`src/stq_pkg.sv`:
```
// Package for the sorted timer queue: sizes, mode codes, cell command struct, saturating add.
// No dependencies.
package stq_pkg;
	localparam int SLOTS     = 16;
	localparam int MAX_FIRES = 16;
	localparam int ID_W      = 4;
	localparam int CNT_W     = 5;
	localparam int DL_W      = 63;
	localparam int PER_W     = 40;
	localparam int MINP_W    = 20;
	localparam int FIRE_CAP  = (MAX_FIRES < 16) ? MAX_FIRES : 16;
	localparam logic [MINP_W-1:0] MIN_PERIOD_RESET = 20'd100000;
	localparam logic [DL_W-1:0]   DL_MAX = {DL_W{1'b1}};

	localparam logic [1:0] MODE_ADD  = 2'd0;
	localparam logic [1:0] MODE_DEL  = 2'd1;
	localparam logic [1:0] MODE_TICK = 2'd2;

	// Command broadcast to every cell of the chain.
	typedef struct packed {
		logic            rem;  // remove entry holding rem_id, shift up behind it
		logic [ID_W-1:0] rem_id;
		logic            ins;  // insert ins_id at its sorted place
		logic [ID_W-1:0] ins_id;
		logic [DL_W-1:0] ins_dl;
	} cell_cmd_t;

	function automatic logic [DL_W-1:0] sat_add(input logic [DL_W-1:0] a,
			input logic [PER_W-1:0] b);
		logic [DL_W:0] s;
		s = {1'b0, a} + {{(DL_W+1-PER_W){1'b0}}, b};
		return s[DL_W] ? DL_MAX : s[DL_W-1:0];
	endfunction
endpackage

```
`src/stq_cell.sv`:
```
// One position of the sorted queue: holds a slot id and its deadline.
// Depends on stq_pkg.
module stq_cell import stq_pkg::*; (
	input  logic            clk,
	input  logic            arst_n,
	input  cell_cmd_t       cmd,
	input  logic            prev_v,
	input  logic [ID_W-1:0] prev_id,
	input  logic [DL_W-1:0] prev_dl,
	input  logic            prev_ins_here, // new entry lands before this cell
	input  logic            prev_past,     // removal point at or before previous
	input  logic            next_v,
	input  logic [ID_W-1:0] next_id,
	input  logic [DL_W-1:0] next_dl,
	output logic            v,
	output logic [ID_W-1:0] id,
	output logic [DL_W-1:0] dl,
	output logic            ins_here,
	output logic            past
);
	logic            v_q;
	logic [ID_W-1:0] id_q;
	logic [DL_W-1:0] dl_q;

	assign v  = v_q;
	assign id = id_q;
	assign dl = dl_q;
	// removal passes the matching cell on to every later one
	assign past = prev_past | (cmd.rem & v_q & (id_q == cmd.rem_id));
	// insertion point: first valid cell later than the new deadline, or first empty
	assign ins_here = prev_ins_here | (cmd.ins & (~v_q | (dl_q > cmd.ins_dl)));

	always_ff @(posedge clk or negedge arst_n) begin
		if (!arst_n) begin
			v_q <= 1'b0;
		end else if (past) begin
			v_q <= next_v;
		end else if (ins_here && !prev_ins_here) begin
			v_q <= 1'b1;
		end else if (prev_ins_here) begin
			v_q <= prev_v;
		end
	end

	always_ff @(posedge clk) begin
		if (past) begin
			id_q <= next_id;
			dl_q <= next_dl;
		end else if (ins_here && !prev_ins_here) begin
			id_q <= cmd.ins_id;
			dl_q <= cmd.ins_dl;
		end else if (prev_ins_here) begin
			id_q <= prev_id;
			dl_q <= prev_dl;
		end
	end
endmodule

```
`config.mk`:
```
export PLATFORM = sky130hd
export DESIGN_NAME = stq_cell
export DESIGN_NICKNAME = d
export VERILOG_FILES = /design/src/stq_pkg.sv /design/src/stq_cell.sv
export SDC_FILE = /design/constraint.sdc
export NUM_CORES = 1
export LEC_CHECK = 0
export ABC_AREA = 0
export BUFFER_PORTS_ARGS = -buffer_cell sky130_fd_sc_hd__buf_4
export CAP_MARGIN = 20
export CORE_MARGIN = 2
export CORE_UTILIZATION = 50
export DETAILED_ROUTE_END_ITERATION = 7
export PLACE_DENSITY = 0.93
export SYNTH_ARGS = -nofsm -noshare
export SYNTH_HDL_FRONTEND = slang
export SYNTH_SLANG_ARGS = --single-unit
```
`constraint.sdc`:
```
create_clock -name clk -period 11.9 [get_ports clk]
set_input_delay 0.595 -clock clk [delete_from_list [all_inputs] [get_ports clk]]
set_output_delay 0.595 -clock clk [all_outputs]
set_load 0.02 [all_outputs]
```
==> results of run 1 <==
==> kinds of logic after synthesis <==
family                     count (synthesis)  synth area share, %
AOI/OAI and AO/OA                        257                 29.2
xor gates and xnor gates                   4                0.635
adders and majority gates                 63                 14.3
buffers and inverters                    115                 9.22
DFF                                       68                 36.9
muxes                                      1                0.204
and+or+nand+nor                          116                 9.59
==> cell type report <==
class	count	share of cell area, %
clock buffer	10	1.63
clock inverter	4	0.543
inverter	71	3.40
multi-input combinational	441	38.4
sequential	68	26.0
tap	140	2.24
timing repair buffer	288	27.8
==> how the worst min path moves through the flow <==
stage | from | to
finish | next_v | v$_DFFE_PN0P_
global route | next_v | v$_DFFE_PN0P_
CTS | arst_n | v$_DFFE_PN0P_
detailed placement | arst_n | v$_DFFE_PN0P_
global placement | arst_n | v$_DFFE_PN0P_
floorplan | arst_n | v$_DFFE_PN0P_
==> layer usage <==
metal | share of wire [%] | track usage (%) | up-vias | wire, µm
met4 | 3.1 | 10.6 | 0 | 534
met2 | 50 | 48.5 | 267 | 8630
met1 | 39 | 33.8 | 2608 | 6650
met3 | 8.4 | 7.59 | 39 | 1460
met5 | 0 | 0 | - | 0
li1 | - | - | 2801 | -
==> sequential cells by signal, indices dropped and copies added, names as in the netlist <==
| name | flops |
|---|---|
| dl | 63 |
| id | 4 |
| v | 1 |
==> report_power, final <==
| part | switching [W] | internal, W | total [W] |
|---|---|---|---|
| clock | 0.0000855 | 0.0000929 | 0.000178 |
| sequential | 0.0000190 | 0.000300 | 0.000319 |
| combinational | 0.000168 | 0.000144 | 0.000313 |
| total | 0.000273 | 0.000538 | 0.000810 |
==> metrics by stage <==
| step | instances | area, µm² | hold WS [ns] | util (%) | total power (W) |
|---|---|---|---|---|---|
| after floorplan | 624 | 5520 | 0.299 | - | 0.000500 |
| after global placement | 1006 | 7630 | 0.374 | 70.7 | 0.000624 |
| after detailed placement | 1006 | 7630 | 0.371 | 70.7 | 0.000632 |
| after CTS | 1020 | 7800 | 0.000904 | 72.3 | 0.000809 |
| after global routing | 1022 | 7830 | 0.506 | 72.6 | 0.000856 |
| final | 1022 | 7830 | 0.521 | 72.6 | 0.000810 |
==> repair_timing <==
| item | CTS | global route |
|---|---|---|
| endpoints found under the setup margin | 0 | 0 |
| endpoints found under the hold margin | 0 | 1 |
| hold buffers | 0 | 1 |
==> layout by cell type (no fill, tap or decap), types with 2 or more instances in the layout <==
master    netlist  routed
a211oi_1        4       4
a21o_1          6       6
a21oi_1        91      91
a221oi_1        2       2
and4_1          2       2
buf_4           3     286
clkbuf_8        0       9
clkinv_1        0       2
edfxtp_1       67      67
ha_1           63      63
inv_1          71      71
nand2_1        14      14
nand3_1         3       3
nand3b_1        2       2
nand4_1        12      12
nor2_1         73      73
nor3_1          2       2
o21ai_0        70      70
o21ai_1         7       7
o31a_1         68      68
or2_4           0       2
or4_4           2       2
xor2_1          3       3
==> metrics.yaml, run 1 <==
floorplanning:
  die_w_um: 109
  fp-row-count: 38
  dieArea_um2: 11900
  chipHeight_um: 109
  core_um2: 10800
  num_io_pins: 283
  initial_utilization_pct: 51.1
clocking:
  htreeDepth: 3
  cts_tree: "built"
  clk-insertion-delay-late_ns: 0.34
  cts.path.max_buffers: 2
  cts_num_sinks: 68
  cts.repair.resized: 0
  post_cts_buffers: 0
  cts_root_buf: "clkbuf_8"
  clkTransAtPathRegs_ns: 0.08
  numCtsBuffers: 9
timing:
  setup_ws_ns: 7.62
  period_share_pct: 36.0
  setup_tns_ns: 0
  maxSlewHeadroom_pct: 34.8
  hold_viol: 0
  timing.clock.skew_ns: 0.00838
  fmax_mhz: 234
  rsz0062_at_grt: "no"
  slew_violations: 0
  layout_min_cycle_time_ns: 4.28
  worst_pin_slew_ns: 0.978
  finalSetupViolCount: 0
layout:
  fill_cells: 819
  area_growth_pct: 41.9
  drive_above_1_share_pct: 34.7
  multi_input_area_um2: 3010
  seqCellArea_um2: 2040
  nNetsFinal: 1155
  antennaDiodeCount: 0
placed_design:
  portBuffers: 282
  gp_congestion: 0.925
  dpl.hpwl_um: 12900
  preCtsSetupSlack_ns: 7.34
routing:
  drt.antenna.violating_nets: 0
  drt-vias-per-instance: 5.59
  wl_per_cell_um: 16.9
  dr.first_iter.drc_count: 474
  wl_um: 17300
  drc: 0
  vias: 5715
  drt-pass1-iter-count: 5
critical_path:
  crit_family: "simple AND/OR/NAND/NOR gates"
  required_ns: 12.09
  crit_path_max_fanout: 69
  setup.worst_path.end_class: "flop"
  crit_top_cell: "or4_4"
  path_class: "flop to flop"
  r2r_slack_ns: 7.62
  rr_startpoint: "dl[45]$_DFFE_PP_"
  startpoint_type: "flop"
  crit_path_start: "dl[45]$_DFFE_PP_"
  worstPathCellList: "ha_1 > nand4_1 > or4_4 > or4_4 > o41ai_1 > or2_4 > buf_4 > o21ai_0 > a21oi_1"
  r2r_cells: 9
  crit_end: "dl[53]$_DFFE_PP_"
  reg2reg_to: "dl[53]$_DFFE_PP_"
  cp_slowest_stage_delay_ns: 0.65
  cp_slowest_cell: "or2_4"
  path_buf_inv: 1
  cp.arrival_ns: 4.47
  cp.depth: 9
global_routing:
  grt_pass1_wl_um: 26100
  antenna_found_initial: 0
  grt_overflow: 0
  track_usage_pct: 28.3
  grt_start_max_net_pins: 135
  grt_pass1_vias: 5358
flow_run:
  drv_cap: 0
synthesis:
  ys_types: 40
  syn_nets: 900
  synth-seq-area-share_pct: 36.9
  yosys_warnings: 0
  synth_area_leaders: "edfxtp_1, ha_1, o31a_1"
  post-synth-top-count-cell: "a21oi_1"
  synth_common_cells: "a21oi_1, nor2_1, inv_1, o21ai_0, o31a_1"
  syn_inst: 624
  netlist.area_leader.share_pct: 36.4
  avgSynthCellArea_um2: 8.85
  synthArstFlopShare_pct: 1.47
  synth_edf_count: 67
  synthFlopType: "edfxtp_1"
  netlist_area_um2: 5520
  ys_seq_elements: 68
  synth_top_area_cell: "edfxtp_1"
power:
  leakage_nw: 3.69
  max-vdd-ir-drop_uv: 85.5
  p_per_area_nw_per_um2: 103
hold_path:
  hold_depth: 2
  hp-class: "primary input to flop"
run_status:
  status: "finished, final reports clean"
No activity file was read; power rests on OpenSTA's default activity.
==> run 2, diff against run 1 <==
- CORE_UTILIZATION: 50 -> 47
- PLACE_DENSITY: 0.93 -> 0.88
- clock period: 11.9 -> 4.3 ns (I/O delays scaled with it)
==> run 2 against run 1 <==
Effect of this change: worst hold slack got worse by 0.41 ns; clock skew fell by 0.00089 ns; die area increased by 6.1%; total power grew to 3.2 times the previous value; design area is 2.6% higher; worst setup slack got worse by 7.2 ns; cell count up 0.78%; maximum frequency up 9.1%; critical path depth rose by 1; core utilization decreased by 2.2 points; combinational power rose to 2.8 times the previous value; largest cell class unchanged.
==> metrics.yaml, run 2 (same netlist as run 1, synthesis figures left out) <==
run_status:
  status: "finished, final reports clean"
critical_path:
  worstPathCellList: "ha_1 > nand4_1 > or4_4 > or4_4 > a2111oi_2 > nor4_4 > buf_4 > buf_4 > o31a_1 > a21oi_1"
  path_buf_inv: 2
  cp_slowest_cell: "or4_4"
  required_ns: 4.47
  cp.arrival_ns: 4.10
  crit_path_max_fanout: 96
  crit_family: "simple AND/OR/NAND/NOR gates"
  cp_slowest_stage_delay_ns: 0.59
  r2r_cells: 10
  rr_startpoint: "dl[45]$_DFFE_PP_"
  setup.worst_path.end_class: "flop"
  path_class: "flop to flop"
  startpoint_type: "flop"
  r2r_slack_ns: 0.38
  reg2reg_to: "dl[35]$_DFFE_PP_"
routing:
  vias: 5750
  drt-pass1-iter-count: 5
  wl_um: 17600
  wl_per_cell_um: 17.1
  drt-vias-per-instance: 5.58
  drt.antenna.violating_nets: 0
  dr.first_iter.drc_count: 473
  drc: 0
clocking:
  cts.path.max_buffers: 2
  htreeDepth: 3
  cts_root_buf: "clkbuf_16"
  clkTransAtPathRegs_ns: 0.06
  cts_num_sinks: 68
  clk-insertion-delay-late_ns: 0.33
  numCtsBuffers: 9
  cts_tree: "built"
  post_cts_buffers: 0
  cts.repair.resized: 0
hold_path:
  worstHoldStart: "next_v"
  whs_endpoint: "v$_DFFE_PN0P_"
  hold_depth: 2
  hp-class: "primary input to flop"
layout:
  largest_reg_flops: 63
  seqCellArea_um2: 2040
  final_common_cell: "buf_4"
  drive_above_1_share_pct: 35.4
  nNetsFinal: 1158
  multi_input_area_um2: 3010
  fin_cells: 1030
  layout_common_cells: "buf_4, a21oi_1, nor2_1"
  area_growth_pct: 45.6
  antennaDiodeCount: 0
  fill_cells: 925
timing:
  setup_tns_ns: 0
  period_share_pct: 91.2
  fmax_mhz: 255
  finalSetupViolCount: 0
  hold_viol: 0
  setup_ws_ns: 0.377
  worst_pin_slew_ns: 0.910
  maxSlewHeadroom_pct: 39.3
  timing.clock.skew_ns: 0.00750
  slew_violations: 0
  layout_min_cycle_time_ns: 3.92
  rsz0062_at_grt: "no"
global_routing:
  grt_pass1_wl_um: 27900
  track_usage_pct: 27.4
  antenna_found_initial: 0
  grt_pass1_vias: 5606
  grt_overflow: 0
  grt_start_max_net_pins: 97
floorplanning:
  core_um2: 11400
  chipHeight_um: 112
  initial_utilization_pct: 48.3
  num_io_pins: 283
  die_w_um: 112
  fp-row-count: 39
  dieArea_um2: 12600
power:
  leakage_nw: 3.79
  p_per_area_nw_per_um2: 323
  max-vdd-ir-drop_uv: 151
  finalPower_w: 0.00260
flow_run:
  drv_cap: 0
placed_design:
  gp_congestion: 0.889
  dpl.hpwl_um: 13500
  placed_cells: 1013
  preCtsSetupSlack_ns: 0.417
  portBuffers: 282
-- run 2: cell count changes in the layout (fill, tap and decap cells not counted) --
| cell | change |
|---|---|
| buf_4 | +2 |
| clkinv_1 | -2 |
| clkinv_2 | +1 |
| buf_12 | +1 |
| clkbuf_16 | +9 |
| clkbuf_8 | -6 |
| clkbuf_1 | -1 |
| bufinv_16 | +1 |
-- run 2: layer usage --
metal,wire length (µm),global-route usage [%],vias to the layer above
li1,-,-,2807
met5,0,0,-
met4,450,9.84,0
met2,8960,48.8,267
met3,1320,5.35,35
met1,6900,32.9,2641
-- run 2: what timing repair did --
action                                  4_1_cts  5_1_grt
hold buffers                                  1        0
endpoints found under the hold margin         1        0
endpoints found under the setup margin        0        0
-- run 2: through the flow --
step / hold slack (ns) / utilization (%) / cell area, µm²
floorplan: -0.0806 / - / 5520
global placement: -0.00835 / 67.4 / 7690
detailed placement: -0.00782 / 67.4 / 7690
CTS: 0.102 / 70.4 / 8040
global route: 0.116 / 70.4 / 8040
finish: 0.111 / 70.4 / 8040
-- run 2: worst max-delay path by stage --
stage	start	endpoint	slack [ns]	depth (start not counted)
after floorplan	dl[45]$_DFFE_PP_	dl[0]$_DFFE_PP_	0.18	10
after global placement	dl[45]$_DFFE_PP_	dl[27]$_DFFE_PP_	0.52	10
after detailed placement	dl[45]$_DFFE_PP_	id[3]$_DFFE_PP_	0.42	10
after CTS	dl[45]$_DFFE_PP_	dl[16]$_DFFE_PP_	0.41	10
after global routing	dl[45]$_DFFE_PP_	dl[35]$_DFFE_PP_	0.17	10
final	dl[45]$_DFFE_PP_	dl[35]$_DFFE_PP_	0.38	10
-- run 2: area by class of cell --
type,instances,area share [%]
sequential,68,25.3
timing repair buffer,291,27.5
clock inverter,4,0.872
clock buffer,12,3.32
tap,143,2.23
inverter,71,3.32
multi-input combinational,441,37.4
-- run 2: where the power goes --
group / internal [W] / total (W) / leakage [nW] / switching [W]
clock network: 0.000554 / 0.000842 / 0.169 / 0.000288
logic: 0.000401 / 0.000873 / 2.93 / 0.000472
registers: 0.000832 / 0.000884 / 0.691 / 0.0000527
total: 0.00179 / 0.00260 / 3.79 / 0.000813
